### config.mk
export PLATFORM = sky130hd
export DESIGN_NAME = integer_activation_unit_core
export DESIGN_NICKNAME = d
export VERILOG_FILES = /design/src/hdl/iau_pkg.sv /design/src/hdl/integer_activation_unit_core.sv
export SDC_FILE = /design/constraint.sdc
export NUM_CORES = 1
export LEC_CHECK = 0
export BUFFER_PORTS_ARGS = -buffer_cell sky130_fd_sc_hd__buf_2
export CORE_MARGIN = 2
export CORE_UTILIZATION = 26
export CTS_CLUSTER_DIAMETER = 150
export DETAILED_ROUTE_END_ITERATION = 16
export SETUP_SLACK_MARGIN = 0.3
export SYNTH_ARGS = -nofsm -noshare
export SYNTH_HDL_FRONTEND = slang
export SYNTH_SLANG_ARGS = --single-unit
### constraint.sdc
create_clock -name i_clk -period 12.6 [get_ports i_clk]
set_clock_uncertainty 0.1 [all_clocks]
set_input_delay 0.63 -clock i_clk [delete_from_list [all_inputs] [get_ports i_clk]]
set_output_delay 0.63 -clock i_clk [all_outputs]
set_load 0.01 [all_outputs]
### src/hdl/iau_pkg.sv
package iau_pkg;

    // pipeline depth, one register stage each
    localparam int STAGES = 8;

    // activation modes
    localparam logic [2:0] MODE_SIGMOID = 3'd0;
    localparam logic [2:0] MODE_TANH    = 3'd1;
    localparam logic [2:0] MODE_RESCALE = 3'd2;
    localparam logic [2:0] MODE_RELU    = 3'd3;
    localparam logic [2:0] MODE_LEAKY   = 3'd4;
    localparam logic [2:0] MODE_PASS    = 3'd5;

    // register indexes (paddr[3:2])
    localparam logic [1:0] REG_MODE  = 2'd0;
    localparam logic [1:0] REG_SHIFT = 2'd1;
    localparam logic [1:0] REG_COUNT = 2'd2;

    localparam logic signed [31:0] OUT_LIMIT = 32'sd127;
    localparam logic signed [31:0] RELU_TOP  = 32'sd127;
    localparam logic signed [31:0] LEAKY_TOP = 32'sd32767;
    localparam logic [30:0]        FLAT_CODE = 31'h7FFF_FFFF;
    localparam logic [30:0]        GRAD_ONE  = 31'd1;
    localparam logic [30:0]        GRAD_LEAK = 31'd5;

    // ceil(2^18 / 5): exact x/5 for x below 2^15
    localparam logic [15:0] LEAK_RECIP = 16'd52429;
    localparam int          LEAK_SHIFT = 18;

    // curve joints and slope codes
    localparam logic signed [9:0] JOINT_TAB [6] = '{
        -10'sd127, -10'sd74, -10'sd31, 10'sd32, 10'sd75, 10'sd128
    };
    localparam logic [30:0] GRAD_TAB [7] = '{
        OUT_LIMIT[30:0], 31'd8, 31'd2, 31'd1, 31'd2, 31'd8, OUT_LIMIT[30:0]
    };

    // curve offsets
    localparam logic signed [31:0] SIG_OFS1 = 32'sd20;
    localparam logic signed [31:0] SIG_OFS2 = 32'sd48;
    localparam logic signed [31:0] SIG_OFS3 = 32'sd64;
    localparam logic signed [31:0] SIG_OFS4 = 32'sd80;
    localparam logic signed [31:0] SIG_OFS5 = 32'sd108;
    localparam logic signed [31:0] TANH_OFS_OUT = 32'sd88;
    localparam logic signed [31:0] TANH_OFS_IN  = 32'sd32;

    // one pipeline slot; each stage fills its own fields
    typedef struct packed {
        logic signed [31:0] v;     // input element
        logic [31:0]        mag;   // |v|
        logic [31:0]        a;     // |v| >> k
        logic [12:0]        leak;  // |v| / 5, low range only
        logic               sat;   // quotient beyond 255
        logic [23:0]        rem;   // divider remainder
        logic [7:0]         quo;   // divider quotient
        logic signed [31:0] y;     // result value
        logic [30:0]        g;     // result slope code
    } t_slot;

endpackage

### src/hdl/integer_activation_unit_core.sv
// Integer activation unit: sigmoid, tanh, rescale, relu, leaky relu, pass-through.
// Throughput: one beat per cycle while the output is not stalled; the divider
// (used in tanh and sigmoid) is four stages of two restoring steps each, so it
// never holds a beat back.
// Reset (i_rst_n low, synchronous): pipeline emptied, mode 0, shift 0, count 1.
module integer_activation_unit_core (
    input  logic               i_clk,
    input  logic               i_rst_n,
    // input channel
    input  logic               i_valid,
    output logic               o_stall,
    input  logic signed [31:0] i_in_value,
    // output channel
    output logic               o_valid,
    input  logic               i_stall,
    output logic signed [31:0] o_act_value,
    output logic [30:0]        o_grad_inverse,
    // configuration port
    input  logic               psel,
    input  logic               penable,
    input  logic               pwrite,
    input  logic [3:0]         paddr,
    input  logic [31:0]        pwdata,
    output logic [31:0]        prdata,
    output logic               pready
);

    // ------------------------------------------------------------------
    // Configuration registers. The user writes them only while the pipe is empty
    // (the block does not enforce it), so every stage reads them directly.
    // ------------------------------------------------------------------
    logic [2:0]  r_mode;
    logic [4:0]  r_shift;
    logic [15:0] r_count;
    logic        w_wr;

    assign pready = 1'b1;
    assign w_wr   = psel && penable && pwrite && pready;

    always_ff @(posedge i_clk) begin
        if (!i_rst_n) begin
            r_mode  <= iau_pkg::MODE_SIGMOID;
            r_shift <= 5'd0;
            r_count <= 16'd1;
        end else if (w_wr) begin
            case (paddr[3:2])
                iau_pkg::REG_MODE:  r_mode  <= pwdata[2:0];
                iau_pkg::REG_SHIFT: r_shift <= pwdata[4:0];
                iau_pkg::REG_COUNT: r_count <= pwdata[15:0];
                default: ;  // no register there, write dropped
            endcase
        end
    end

    always_comb begin
        case (paddr[3:2])
            iau_pkg::REG_MODE:  prdata = {29'd0, r_mode};
            iau_pkg::REG_SHIFT: prdata = {27'd0, r_shift};
            iau_pkg::REG_COUNT: prdata = {16'd0, r_count};
            default:            prdata = 32'd0;
        endcase
    end

    // Divisor after the 2^k shift: item count in tanh (zero taken as one),
    // one in every other mode, so in sigmoid the same divider just saturates the shifted value.
    logic [15:0] w_cnt;
    assign w_cnt = (r_mode != iau_pkg::MODE_TANH) ? 16'd1 :
                   (r_count == 16'd0)             ? 16'd1 : r_count;

    // ------------------------------------------------------------------
    // Pipeline control. A stage loads when it is empty or the stage after
    // it moves, so bubbles close up behind a stalled output beat.
    // ------------------------------------------------------------------
    logic [iau_pkg::STAGES-1:0] r_vld;
    logic [iau_pkg::STAGES-1:0] w_en;
    iau_pkg::t_slot             r_st [iau_pkg::STAGES];
    iau_pkg::t_slot             n_st [iau_pkg::STAGES];

    always_comb begin
        w_en[iau_pkg::STAGES-1] = !r_vld[iau_pkg::STAGES-1] || !i_stall;
        for (int i = iau_pkg::STAGES - 2; i >= 0; i--) begin
            w_en[i] = !r_vld[i] || w_en[i+1];
        end
    end

    assign o_stall = !w_en[0];

    always_ff @(posedge i_clk) begin
        if (!i_rst_n) begin
            r_vld <= '0;
        end else begin
            if (w_en[0]) begin
                r_vld[0] <= i_valid;
            end
            for (int i = 1; i < iau_pkg::STAGES; i++) begin
                if (w_en[i]) begin
                    r_vld[i] <= r_vld[i-1];
                end
            end
        end
    end

    always_ff @(posedge i_clk) begin
        for (int i = 0; i < iau_pkg::STAGES; i++) begin
            if (w_en[i]) begin
                r_st[i] <= n_st[i];
            end
        end
    end

    // ------------------------------------------------------------------
    // Final-stage curve helpers
    // ------------------------------------------------------------------
    // signed divide by 2^sh, truncating toward zero
    function automatic logic signed [9:0] sdiv_pow2(input logic signed [9:0] x,
                                                    input logic [1:0] sh);
        logic signed [9:0] bias;
        bias = x[9] ? $signed((10'd1 << sh) - 10'd1) : 10'sd0;
        return (x + bias) >>> sh;
    endfunction

    logic [7:0]         w_q;
    logic signed [9:0]  w_x;
    logic [2:0]         w_seg;
    logic signed [31:0] w_y;
    logic [30:0]        w_g;
    logic [30:0]        w_lprod;

    always_comb begin
        w_q = r_st[6].sat ? 8'hFF : r_st[6].quo;
        w_x = r_st[6].v[31] ? -$signed({2'b00, w_q}) : $signed({2'b00, w_q});
        w_seg = 3'd0;
        for (int i = 0; i < 6; i++) begin
            if (w_x >= iau_pkg::JOINT_TAB[i]) begin
                w_seg = w_seg + 3'd1;
            end
        end

        case (r_mode)
            iau_pkg::MODE_SIGMOID: begin
                w_g = iau_pkg::GRAD_TAB[w_seg];
                case (w_seg)
                    3'd0:    w_y = 32'sd1;
                    3'd1:    w_y = 32'(sdiv_pow2(w_x, 2'd3)) + iau_pkg::SIG_OFS1;
                    3'd2:    w_y = 32'(sdiv_pow2(w_x, 2'd1)) + iau_pkg::SIG_OFS2;
                    3'd3:    w_y = 32'(w_x) + iau_pkg::SIG_OFS3;
                    3'd4:    w_y = 32'(sdiv_pow2(w_x, 2'd1)) + iau_pkg::SIG_OFS4;
                    3'd5:    w_y = 32'(sdiv_pow2(w_x, 2'd3)) + iau_pkg::SIG_OFS5;
                    default: w_y = iau_pkg::OUT_LIMIT;
                endcase
            end
            iau_pkg::MODE_TANH: begin
                w_g = iau_pkg::GRAD_TAB[w_seg];
                case (w_seg)
                    3'd0:    w_y = -iau_pkg::OUT_LIMIT;
                    3'd1:    w_y = 32'(sdiv_pow2(w_x, 2'd2)) - iau_pkg::TANH_OFS_OUT;
                    3'd2:    w_y = 32'(w_x) - iau_pkg::TANH_OFS_IN;
                    3'd3:    w_y = 32'(w_x) <<< 1;
                    3'd4:    w_y = 32'(w_x) + iau_pkg::TANH_OFS_IN;
                    3'd5:    w_y = 32'(sdiv_pow2(w_x, 2'd2)) + iau_pkg::TANH_OFS_OUT;
                    default: w_y = iau_pkg::OUT_LIMIT;
                endcase
            end
            iau_pkg::MODE_RESCALE: begin
                w_g = iau_pkg::GRAD_ONE;
                w_y = r_st[6].v[31] ? -$signed(r_st[6].a) : $signed(r_st[6].a);
            end
            iau_pkg::MODE_RELU: begin
                if (r_st[6].v < 32'sd0) begin
                    w_y = 32'sd0;
                    w_g = iau_pkg::FLAT_CODE;
                end else if (r_st[6].v > iau_pkg::RELU_TOP) begin
                    w_y = iau_pkg::RELU_TOP;
                    w_g = iau_pkg::FLAT_CODE;
                end else begin
                    w_y = r_st[6].v;
                    w_g = iau_pkg::GRAD_ONE;
                end
            end
            iau_pkg::MODE_LEAKY: begin
                if (r_st[6].v < -iau_pkg::LEAKY_TOP) begin
                    w_y = -iau_pkg::LEAKY_TOP;
                    w_g = iau_pkg::FLAT_CODE;
                end else if (r_st[6].v < 32'sd0) begin
                    w_y = -$signed({19'd0, r_st[6].leak});
                    w_g = iau_pkg::GRAD_LEAK;
                end else if (r_st[6].v < iau_pkg::LEAKY_TOP) begin
                    w_y = r_st[6].v;
                    w_g = iau_pkg::GRAD_ONE;
                end else begin
                    w_y = iau_pkg::LEAKY_TOP;
                    w_g = iau_pkg::FLAT_CODE;
                end
            end
            default: begin
                // pass-through, and the unused mode codes
                w_y = r_st[6].v;
                w_g = iau_pkg::GRAD_ONE;
            end
        endcase
    end

    // ------------------------------------------------------------------
    // Stage logic
    //   0: capture, magnitude
    //   1: 2^k shift, leaky /5 by reciprocal multiply
    //   2: saturation check against count * 256, divider setup
    //   3-6: restoring divide, two quotient bits a stage
    //   7: curve / clamp, result register
    // ------------------------------------------------------------------
    assign w_lprod = 31'(r_st[0].mag[14:0]) * 31'(iau_pkg::LEAK_RECIP);

    always_comb begin
        int          b;
        logic [23:0] d;

        n_st[0]     = r_st[0];
        n_st[0].v   = i_in_value;
        n_st[0].mag = i_in_value[31] ? (~$unsigned(i_in_value) + 32'd1)
                                     : $unsigned(i_in_value);

        n_st[1]      = r_st[0];
        n_st[1].a    = r_st[0].mag >> r_shift;
        n_st[1].leak = w_lprod[30:iau_pkg::LEAK_SHIFT];

        n_st[2]     = r_st[1];
        n_st[2].sat = (r_st[1].a[31:8] >= 24'(w_cnt));
        n_st[2].rem = r_st[1].a[23:0];
        n_st[2].quo = 8'd0;

        for (int j = 3; j <= 6; j++) begin
            n_st[j] = r_st[j-1];
            for (int t = 0; t < 2; t++) begin
                b = 7 - 2 * (j - 3) - t;
                d = 24'(w_cnt) << b;
                if (n_st[j].rem >= d) begin
                    n_st[j].rem    = n_st[j].rem - d;
                    n_st[j].quo[b] = 1'b1;
                end
            end
        end

        n_st[7]   = r_st[6];
        n_st[7].y = w_y;
        n_st[7].g = w_g;
    end

    assign o_valid        = r_vld[iau_pkg::STAGES-1];
    assign o_act_value    = r_st[iau_pkg::STAGES-1].y;
    assign o_grad_inverse = r_st[iau_pkg::STAGES-1].g;

    // ------------------------------------------------------------------
    // Assertions
    // ------------------------------------------------------------------
    // upstream only sees stall when every slot is full and the output is held
    a_stall_full: assert property (@(posedge i_clk) disable iff (!i_rst_n)
        o_stall |-> ((&r_vld) && i_stall))
        else $error("input stalled with a free pipeline slot");

    // slope code is one of the defined values
    a_grad_code: assert property (@(posedge i_clk) disable iff (!i_rst_n)
        o_valid |-> (o_grad_inverse == 31'd1 || o_grad_inverse == 31'd2 ||
                     o_grad_inverse == 31'd5 || o_grad_inverse == 31'd8 ||
                     o_grad_inverse == iau_pkg::OUT_LIMIT[30:0] ||
                     o_grad_inverse == iau_pkg::FLAT_CODE))
        else $error("undefined slope code");

    // leaky slope only comes from the negative region
    a_leak_sign: assert property (@(posedge i_clk) disable iff (!i_rst_n)
        (o_valid && o_grad_inverse == iau_pkg::GRAD_LEAK) |->
            (o_act_value[31] || o_act_value == 32'sd0))
        else $error("leaky slope with positive value");

endmodule

# Word level (Yosys, flattened, before mapping)
# Memories as Yosys holds them, arrays and structs flattened.
# Cells that the tools add are included.
[op_classes]
addsub = 29
n_mul = 1
n_lt_le_gt_ge = 20
n_eq_ne = 12
shifts = 1
muxes = 63
bitwise = 2
reduce_logical = 28
[ops]
columns = ["cell", "n"]
rows = [
  ["case mux 32 bit (6 select lines)", 2],
  ["2-to-1 mux 32 bit", 7],
  ["2-to-1 mux 31 bit", 7],
  ["2-to-1 mux 24 bit", 7],
  ["case mux 32 bit (5 select lines)", 1],
  ["case mux 31 bit (3 select lines)", 1],
  ["less-than comparator 32 x 16 -> 1 bit (second input constant)", 2],
  [">= comparator 24 x 16 -> 1 bit", 2],
  ["case mux 16 bit (3 select lines)", 1],
  ["adder 32 x 1 -> 32 bit (second input constant)", 1],
  ["greater-than comparator 32 x 8 -> 1 bit (second input constant)", 1],
  ["less-than comparator 32 x 1 -> 1 bit (second input constant)", 1],
  ["2-to-1 mux 16 bit", 2],
  ["negator 13 -> 32 bit", 1],
  ["negator 32 bit", 1],
  ["NOT 32 bit", 1],
  [">> shifter 32 x 5 -> 32 bit", 1],
  ["multiplier 15 x 16 -> 31 bit (second input constant)", 1],
  [">= comparator 10 x 8 -> 1 bit (second input constant)", 3],
  ["2-to-1 mux 1 bit", 25],
  ["2-to-1 mux 25 bit", 1],
  [">= comparator 24 x 17 -> 1 bit", 1],
  [">= comparator 24 x 18 -> 1 bit", 1],
  [">= comparator 24 x 19 -> 1 bit", 1],
  ["49 further kinds", 84],
]
[word_totals]
ff_bits = 32
ram_bits = 1640
mem_bits_ro = 248
n_memories = 2
[memory_table]
columns = ["name", "depth", "width", "read_ports", "rd_ports_with_merged_regs", "wr", "line_no", "rtl"]
rows = [
  ["r_st", 8, 205, 8, 0, 8, "integer_activation_unit_core.sv:76", "iau_pkg::t_slot r_st [iau_pkg::STAGES];"],
  ["(no name shown)", 8, 31, 1, 0, 0, "integer_activation_unit_core.sv:153", "w_g = iau_pkg::GRAD_TAB[w_seg];"],
]

# Depth between registers and ports, before layout
# Gate-level depths: netlist of the first run.
# An unclocked memory read counts as a cell.
[logic_depth]
depth_word = 21
ltp_mapped = 36
depth_no_buf = 30

# Worst setup path before layout of the first run
# No wires, ideal clock.
[synth_timing]
kind = "register to register"
start = "register r_mode[1]"
end = "memory r_st[0][703] in the netlist's numbering, data pin"
setup_ns = 0.269
arrival_time_ns = 7.340
setup_slack_ns = 4.890
path_stages_with_launch = 32
period_less_slack_ns = 7.710
cell_sequence = "dfxtp_1 -> clkbuf_1 -> nor2_1 -> nand2_1 -> nor2_1 -> clkbuf_1 -> nand2_1 -> ha_1 -> nor2b_1 -> o21ai_0 -> a21oi_1 -> o31a_1 -> o21bai_1 -> a21boi_0 -> o21a_1 -> o21ai_1 -> clkbuf_1 -> mux2_2 -> ha_1 -> a21o_1 -> a21oi_1 -> o21ai_0 -> a21oi_1 -> o21ai_0 -> a21o_1 -> a21o_1 -> a31oi_1 -> o21ai_0 -> nor4_1 -> clkbuf_1 -> clkbuf_1 -> o21ai_0"
[synth_lines]
columns = ["item", "line_no", "rtl"]
rows = [
  ["start: declaration", "integer_activation_unit_core.sv:32", "logic [2:0] r_mode;"],
  ["start signal: assignment", "integer_activation_unit_core.sv:42", "r_mode <= iau_pkg::MODE_SIGMOID;"],
  ["start signal: assignment", "integer_activation_unit_core.sv:47", "iau_pkg::REG_MODE: r_mode <= pwdata[2:0];"],
  ["end: declaration", "integer_activation_unit_core.sv:76", ""],
]

==> metrics.md, run 1 <==
| Metric | Value |
|---|---|
| DR vias/cell | 4.67 |
| Yosys cell types | 106 |
| Die Y | 392 um |
| # setup viols final | 0 |
| Largest net degree at the start of global routing | 87 |
| Synthesized instance count | 3321 |
| Clock-pin slew on the worst setup and hold paths | 0.06 ns |
| Starting Density | 0.261 |
| Mean Syn Cell Area | 11.8 um^2 |
| Yosys warnings | 0 |
| Status | finished, final reports clean |
| Async SR Flop Fraction | 0 |
| DRC | 0 |
| TritonCTS clock tree | done |
| Final Hold Vio Count | 0 |
| Yosys reg bits | 680 |
| Crit path kind | register to register |
| RSZ-0062 raised after global routing | no |
| Port Buffers | 137 |
| Syn Std Cell Area | 39200 um^2 |
| EDFF count, synth | 648 |
| Routed length per instance | 17.3 um |
| Worst-Skew Late Latency | 0.65 ns |
| Largest area contributor in the netlist | edfxtp_1 |
| # rows | 142 |
| Post-synth top area share | 0.497 |
| Min cycle time layout | 9.69 ns |
| Num CTS Buffers | 73 |
| Number of global-route vias before repair | 24600 |
| Reg-to-reg critical path startpoint | r_mode[1]$_SDFFE_PN0P_ |
| Max Slew Vio Count | 0 |
| Setup TNS | 0 ns |
| Clock sink count | 680 |
| Cell mode on critical path | o21ai_0 |
| Register area share after synthesis | 0.513 |
| Clk root buf | clkbuf_16 |
| Max_cap viols | 0 |
| Boundary Pins | 173 |
| Worst Setup Start Kind | register |
| Initial DRC Count | 2093 |
| PnR Total Power | 0.0104 W |
| Die W | 392 um |
| Area contributors post-synth | edfxtp_1 (50%), ha_1 (9.1%), xnor2_1 (3.8%), fa_1 (3.4%), a21oi_1 (2.6%) |
| Design Area, Final | 44000 um^2 |
| Full die area | 154000 um^2 |
| First-pass GRT wire length | 147000 um |
| Crit path launch | r_mode[1]$_SDFFE_PN0P_ |
| Fin util | 0.294 |
| Synth Flop Type | edfxtp_1 |
| Via count | 25600 |
| Initial antenna violation count | 5 |
| Hold buffers post-CTS | 0 |
| Worst Min Path Start | i_in_value[17] |
| CP arrival | 9.98 ns |
| Final wirelength | 95100 um |
| Final #Nets | 3836 |
| Tcrit/Tclk final | 0.769 |
| Min-Delay Path Class | input port to register |
| Endpoint required time on the critical path | 12.89 ns |
| Maximum clock rate | 103 MHz |
| Last weighted congestion value of the routability-driven placer | 0.951 |
| P_leak | 16.8 nW |
| VDD IR max | 0.000233 V |
| Area delta synth->final | 12.4% |
| Power per standard cell area | 237 nW/um^2 |
| Crit path max fanout | 20 |
| Share of layout cells above drive strength 1 | 0.122 |
| Worst-Margin Slew | 1.24 ns |
| Core area | 150000 um^2 |
| Worst path slowest cell | nor2_1 |
| CP endpoint kind | register |
| Final ANT Viol Nets | 0 |
| Global route total overflow | 0 |
| H-tree levels | 3 |
| Max clock buf depth | 3 |
| Slowest stage delay, CP | 0.92 ns |
| Gr usage total | 0.123 |
| First drt pass iteration count | 8 |
| Multi-input gate area | 17300 um^2 |
| Post-cts sizing count | 0 |
| Filler Cell Count | 15200 |
| Hpwl dp | 73100 um |
| Placed Area | 41700 um^2 |
| Post-CTS setup buffer count | 0 |
| Slew headroom | 0.169 |
| Reg area | 20100 um^2 |
[cell type report]
type                    count  area share
inverters                 212      0.0183
multi-input cells        2267       0.394
diodes                      1   0.0000568
flip-flops and latches    680       0.457
well taps                2016      0.0573
clock buffers             100      0.0445
repair buffers            175      0.0221
clock inverters            33     0.00716
[sequential cells by signal, summed over array words and instances, names as in the netlist]
register	count
r_count	16
r_st	648
r_mode	3
r_shift	5
r_vld	8
[worst max-delay path, delay by kind of cell (launching register included)]
| kind | cells | cell delay, ns |
|---|---|---|
| muxes | 1 | 0.31 |
| AOI/OAI and AO/OA | 17 | 3.60 |
| DFF | 1 | 0.31 |
| buffers and inverters | 3 | 0.75 |
| adders and majority gates | 2 | 1.07 |
| and+or+nand+nor | 5 | 3.27 |
[power by group]
| part | switching, W | leakage (nW) | internal (W) |
|---|---|---|---|
| registers | 0.000282 | 7.13 | 0.00316 |
| logic | 0.00278 | 8.57 | 0.00216 |
| clock network | 0.000875 | 1.10 | 0.00115 |
| total | 0.00394 | 16.8 | 0.00648 |
[cell families (layout without fill, tap and decap cells)]
logic type               count (synthesis)  count (layout)  synth area share
AO/OA/AOI/OAI                          743             743             0.124
adder cells (fa/ha/maj)                352             352             0.125
XOR/XNOR                               212             212            0.0501
multiplexers                           130             130            0.0396
other                                    2              18          0.000192
AND/OR/NAND/NOR                        813             813             0.101
buffers and inverters                  389             520            0.0463
flip-flops                             680             680             0.513
[worst paths after layout]
path	slack, ns	end	depth (start not counted)
worst max-delay path	2.91	r_st[0][704]$_DFFE_PP_	28
worst min-delay path	0.12	r_st[0][190]$_DFFE_PN_	1
worst max register to register	2.91	r_st[0][704]$_DFFE_PP_	28
worst min register to register	0.29	r_st[1][345]$_DFFE_PP_	0
[layout by cell type (no fill, tap or decap), types with 38 or more instances in the layout]
master	instances
edfxtp_1	648
ha_1	286
nand2_1	258
a21oi_1	203
nor2_1	200
inv_1	196
xnor2_1	170
o21ai_0	151
buf_2	137
clkbuf_16	73
fa_1	66
mux2_2	61
a21o_1	56
mux2i_1	55
nand3_1	44
nor3_1	42
nor2b_1	40
buf_4	38
[Yosys cell counts, types with 42 or more instances]
cell and instances:
inv_1 200, nor2_1 200, o21ai_0 152, ha_1 286, buf_4 83, mux2i_1 55, nand2_1 261, mux2_2 61
a21oi_1 203, clkbuf_1 65, fa_1 66, edfxtp_1 648, a21o_1 56, nor3_1 42, nand3_1 44, xnor2_1 170
[routing by layer]
layer / global-route usage / up-vias / part of all wire
met1: 0.179 / 12300 / 0.48
met3: 0.0211 / 137 / 0.060
li1: - / 12400 / -
met4: 0.0353 / 0 / 0.025
met5: 0 / - / 0
met2: 0.186 / 738 / 0.43
[per-stage QoR]
stage | hold slack (ns) | setup WS, ns | cells
6_report | 0.124 | 2.91 | 5484
3_3_place_gp | 0.304 | 3.28 | 5350
3_5_place_dp | 0.305 | 3.17 | 5350
4_1_cts | 0.0719 | 3.14 | 5483
2_1_floorplan | 0.300 | 4.89 | 3336
5_1_grt | 0.0757 | 2.37 | 5484
Note: power is estimated with default switching activity, not from simulation.
==> inputs of run 2 (changes only) <==
--- a/config.mk
+++ b/config.mk
@@ -5,6 +5,7 @@
 export SDC_FILE = /design/constraint.sdc
 export NUM_CORES = 1
 export LEC_CHECK = 0
+export ABC_AREA = 1
 export BUFFER_PORTS_ARGS = -buffer_cell sky130_fd_sc_hd__buf_2
 export CORE_MARGIN = 2
 export CORE_UTILIZATION = 26
==> constraint.sdc (replaced) <==
create_clock -name i_clk -period 9.3 [get_ports i_clk]
set_clock_uncertainty 0.1 [all_clocks]
set_input_delay 0.465 -clock i_clk [delete_from_list [all_inputs] [get_ports i_clk]]
set_output_delay 0.465 -clock i_clk [all_outputs]
set_load 0.01 [all_outputs]
==> run 2 against run 1 <==
Wire length increased by 6.9%. Critical path depth fell by 2. Sequential power is 37% higher. Critical path type unchanged. Critical endpoint is now r_st[1][292]$_DFFE_PP_. Largest power group unchanged.
==> metrics.md, run 2 <==
| Metric | Value |
|---|---|
| Status | finished, final reports clean |
| DRC | 0 (unchanged) |
| Fin worst setup slack | 1.57 ns (-1.35 ns) |
| CP arrival | 8.01 ns (-1.97 ns) |
| Final #Nets | 4700 (+23%) |
| Area delta synth->final | 13.8% |
| Filler Cell Count | 16000 (+5.0%) |
| Yosys cell types | 63 (-41%) |
| Last weighted congestion value of the routability-driven placer | 0.910 (-4.3%) |
| Maximum clock rate | 129 MHz (+25%) |
| Min cycle time layout | 7.73 ns (-1.95 ns) |
| Endpoint required time on the critical path | 9.57 ns (-3.32 ns) |
| Clock sink count | 680 (unchanged) |
| Yosys reg bits | 680 (unchanged) |
| Starting Density | 0.262 (about the same) |
| Clk root buf | clkbuf_16 |
| Max reg flops | 648 (unchanged) |
| RSZ-0062 raised after global routing | no |
| Post-CTS setup buffer count | 0 (unchanged) |
| Global route total overflow | 0 (unchanged) |
| Number of global-route vias before repair | 27300 (+11%) |
| TritonCTS clock tree | done |
| Port Buffers | 137 (unchanged) |
| Final ANT Viol Nets | 0 (unchanged) |
| First drt pass iteration count | 8 (unchanged) |
| First-pass GRT wire length | 157000 um (+7.3%) |
| Synthesized instance count | 4145 (+25%) |
| Min-Delay Path Class | input port to register |
| Most common cell after layout, fill and taps aside | nand2_1 |
| Dpl cells | 6196 (+16%) |
| Max Slew Vio Count | 0 (unchanged) |
| # setup viols final | 0 (unchanged) |
| CP endpoint kind | register |
| Register area share after synthesis | 0.499 (-0.0138) |
| Power per standard cell area | 325 nW/um^2 (+37%) |
| Core area | 154000 um^2 (+2.7%) |
| Full die area | 158000 um^2 (+2.7%) |
| Biggest register | r_st |
| Gr usage total | 0.127 (+0.00403) |
| Die W | 397 um (+1.4%) |
| Hpwl dp | 78300 um (+7.2%) |
| Die Y | 397 um (+1.4%) |
| Post-synth top area share | 0.483 (-0.0134) |
| Share of layout cells above drive strength 1 | 0.101 (-0.0211) |
| Final wirelength | 102000 um (+6.9%) |
| Design Area, Final | 45800 um^2 (+4.1%) |
| H-tree levels | 3 (unchanged) |
| Worst-Skew Late Latency | 0.65 ns (about the same) |
| Most frequent cell after synthesis | nand2_1 |
| Largest area contributor in the netlist | edfxtp_1 |
| P_leak | 19.0 nW (+13%) |
| Clock-pin slew on the worst setup and hold paths | 0.06 ns (about the same) |
| Final Hold Vio Count | 0 (unchanged) |
| Async SR Flop Fraction | 0 (unchanged) |
| Largest net degree at the start of global routing | 79 (-9.2%) |
| Fin util | 0.298 (+0.00383) |
| Boundary Pins | 173 (unchanged) |
| Initial antenna violation count | 4 (-1) |
| Initial DRC Count | 2166 (+3.5%) |
| Yosys warnings | 0 (unchanged) |
| VDD IR max | 0.000299 V (+28%) |
| Antenna cell count | 0 (-1) |
| Mean Syn Cell Area | 9.71 um^2 (-18%) |
| Crit path kind | register to register |
| Slew headroom | 0.256 (+0.0869) |
| Top Registers | r_st: 648 flops, r_count: 16 flops, r_vld: 8 flops |
| Most frequent cells in the layout | nand2_1 (736), edfxtp_1 (648), inv_1 (437), nor2_1 (330), o21ai_0 (326) |
| Syn Std Cell Area | 40300 um^2 (+2.8%) |
| Synth Flop Type | edfxtp_1 |
| Worst Setup Start Kind | register |
| Cell Count, Final, Fillers Out | 6377 (+16%) |
| Crit path max fanout | 31 (+55%) |
| Tcrit/Tclk final | 0.831 (+0.0628) |
| Area contributors post-synth | edfxtp_1 (48%), ha_1 (8.9%), nand2_1 (6.9%), inv_1 (4.1%), o21ai_0 (4.1%) |
| Via count | 28800 (+13%) |
| Worst-Margin Slew | 1.11 ns (-0.134 ns) |
| DP Worst Slack | 1.57 ns (-1.60 ns) |
| Routed length per instance | 15.9 um (-8.0%) |
| PnR Total Power | 0.0149 W (+43%) |
| Max clock buf depth | 3 (unchanged) |
| DR vias/cell | 4.52 (-3.1%) |
| Num CTS Buffers | 73 (unchanged) |
| # rows | 144 (+1.4%) |
| Max_cap viols | 0 (unchanged) |
| Top post-synthesis cells by count | nand2_1 (737), edfxtp_1 (648), inv_1 (444), nor2_1 (334), o21ai_0 (326) |
| EDFF count, synth | 648 (unchanged) |
| Placed Area | 42800 um^2 (+2.6%) |
==> run 2: changes by cell type after synthesis, sizes merged, moves of 109 or more <==
| cell | before | now |
|---|---|---|
| nand2 | 261 | 762 |
| inv | 207 | 456 |
| o21ai | 159 | 350 |
| nor2 | 201 | 387 |
| nand3 | 45 | 218 |
| xnor2 | 171 | 62 |
==> run 2: report_power, final <==
part	total [W]	switching, W	internal, W
Combinational	0.00714	0.00436	0.00277
Clock	0.00300	0.00124	0.00175
Sequential	0.00473	0.000375	0.00436
==> run 2: per-stage QoR <==
stage          TNS (ns)  hold WS (ns)
6_report              0        0.0519
5_1_grt               0        0.0251
4_1_cts               0       0.00150
3_5_place_dp          0         0.305
3_3_place_gp          0         0.304
2_1_floorplan   -321.72         0.300
==> run 2: kinds of logic after synthesis <==
family                   after synthesis  share of synthesized area
adder cells (fa/ha/maj)              352                      0.122
other                                  2                   0.000187
XOR/XNOR                             170                     0.0372
AO/OA/AOI/OAI                        710                     0.0970
multiplexers                           6                    0.00149
buffers and inverters                640                     0.0692
AND/OR/NAND/NOR                     1585                      0.174
flip-flops                           680                      0.499
==> run 2: worst paths after layout <==
check                              start                      end  slack (ns)  cells after the start
hold / removal                 pwdata[2]  r_count[2]$_SDFFE_PN0P_        0.05                      3
hold reg to reg   r_st[1][404]$_DFFE_PP_   r_st[1][609]$_DFFE_PP_        0.31                      0
setup / recovery  r_mode[2]$_SDFFE_PN0P_   r_st[1][292]$_DFFE_PP_        1.57                     26
setup reg to reg  r_mode[2]$_SDFFE_PN0P_   r_st[1][292]$_DFFE_PP_        1.57                     26
==> run 2: area by class of cell <==
type / instances / area [um^2] / area share
clock buffers: 87 / 1920 / 0.0419
clock inverters: 48 / 587 / 0.0128
inverters: 458 / 1750 / 0.0381
multi-input cells: 2840 / 17500 / 0.382
flip-flops and latches: 680 / 20100 / 0.439
well taps: 2044 / 2560 / 0.0558
repair buffers: 220 / 1420 / 0.0311
==> run 2: per-layer routing <==
layer / global-route usage / up-vias / share of wire
li1: - / 14500 / -
met1: 0.180 / 13400 / 0.48
met2: 0.197 / 801 / 0.44
met3: 0.0218 / 165 / 0.058
met4: 0.0377 / 2 / 0.027
met5: 0 / - / 0.00013
==> run 2: worst max-delay path, stage by stage (launching register included) <==
cell and delay (ns):
dfxtp_1 0.29, buf_4 0.18, nor3_2 0.79, nand2_1 0.60, ha_1 0.56, a21o_1 0.23
a21oi_1 0.19, o21ai_1 0.12, a21boi_1 0.25, o21ai_1 0.16, nand2_1 0.12, nand3_2 0.07
inv_1 0.56, o21ai_0 0.35, fa_1 0.50, nand3_1 0.10, nand2_1 0.08, a21boi_0 0.28
o21ai_0 0.23, a21oi_1 0.24, o21ai_0 0.10, a21oi_1 0.26, o41ai_1 0.16, nand4_1 0.13
nand3_2 0.23, inv_2 0.39, o21ai_0 0.15
==> run 2: what timing repair did <==
action                                 4_1_cts  5_1_grt
resized for setup                            0        0
hold buffers                                46        0
endpoints found under the hold margin       46        0
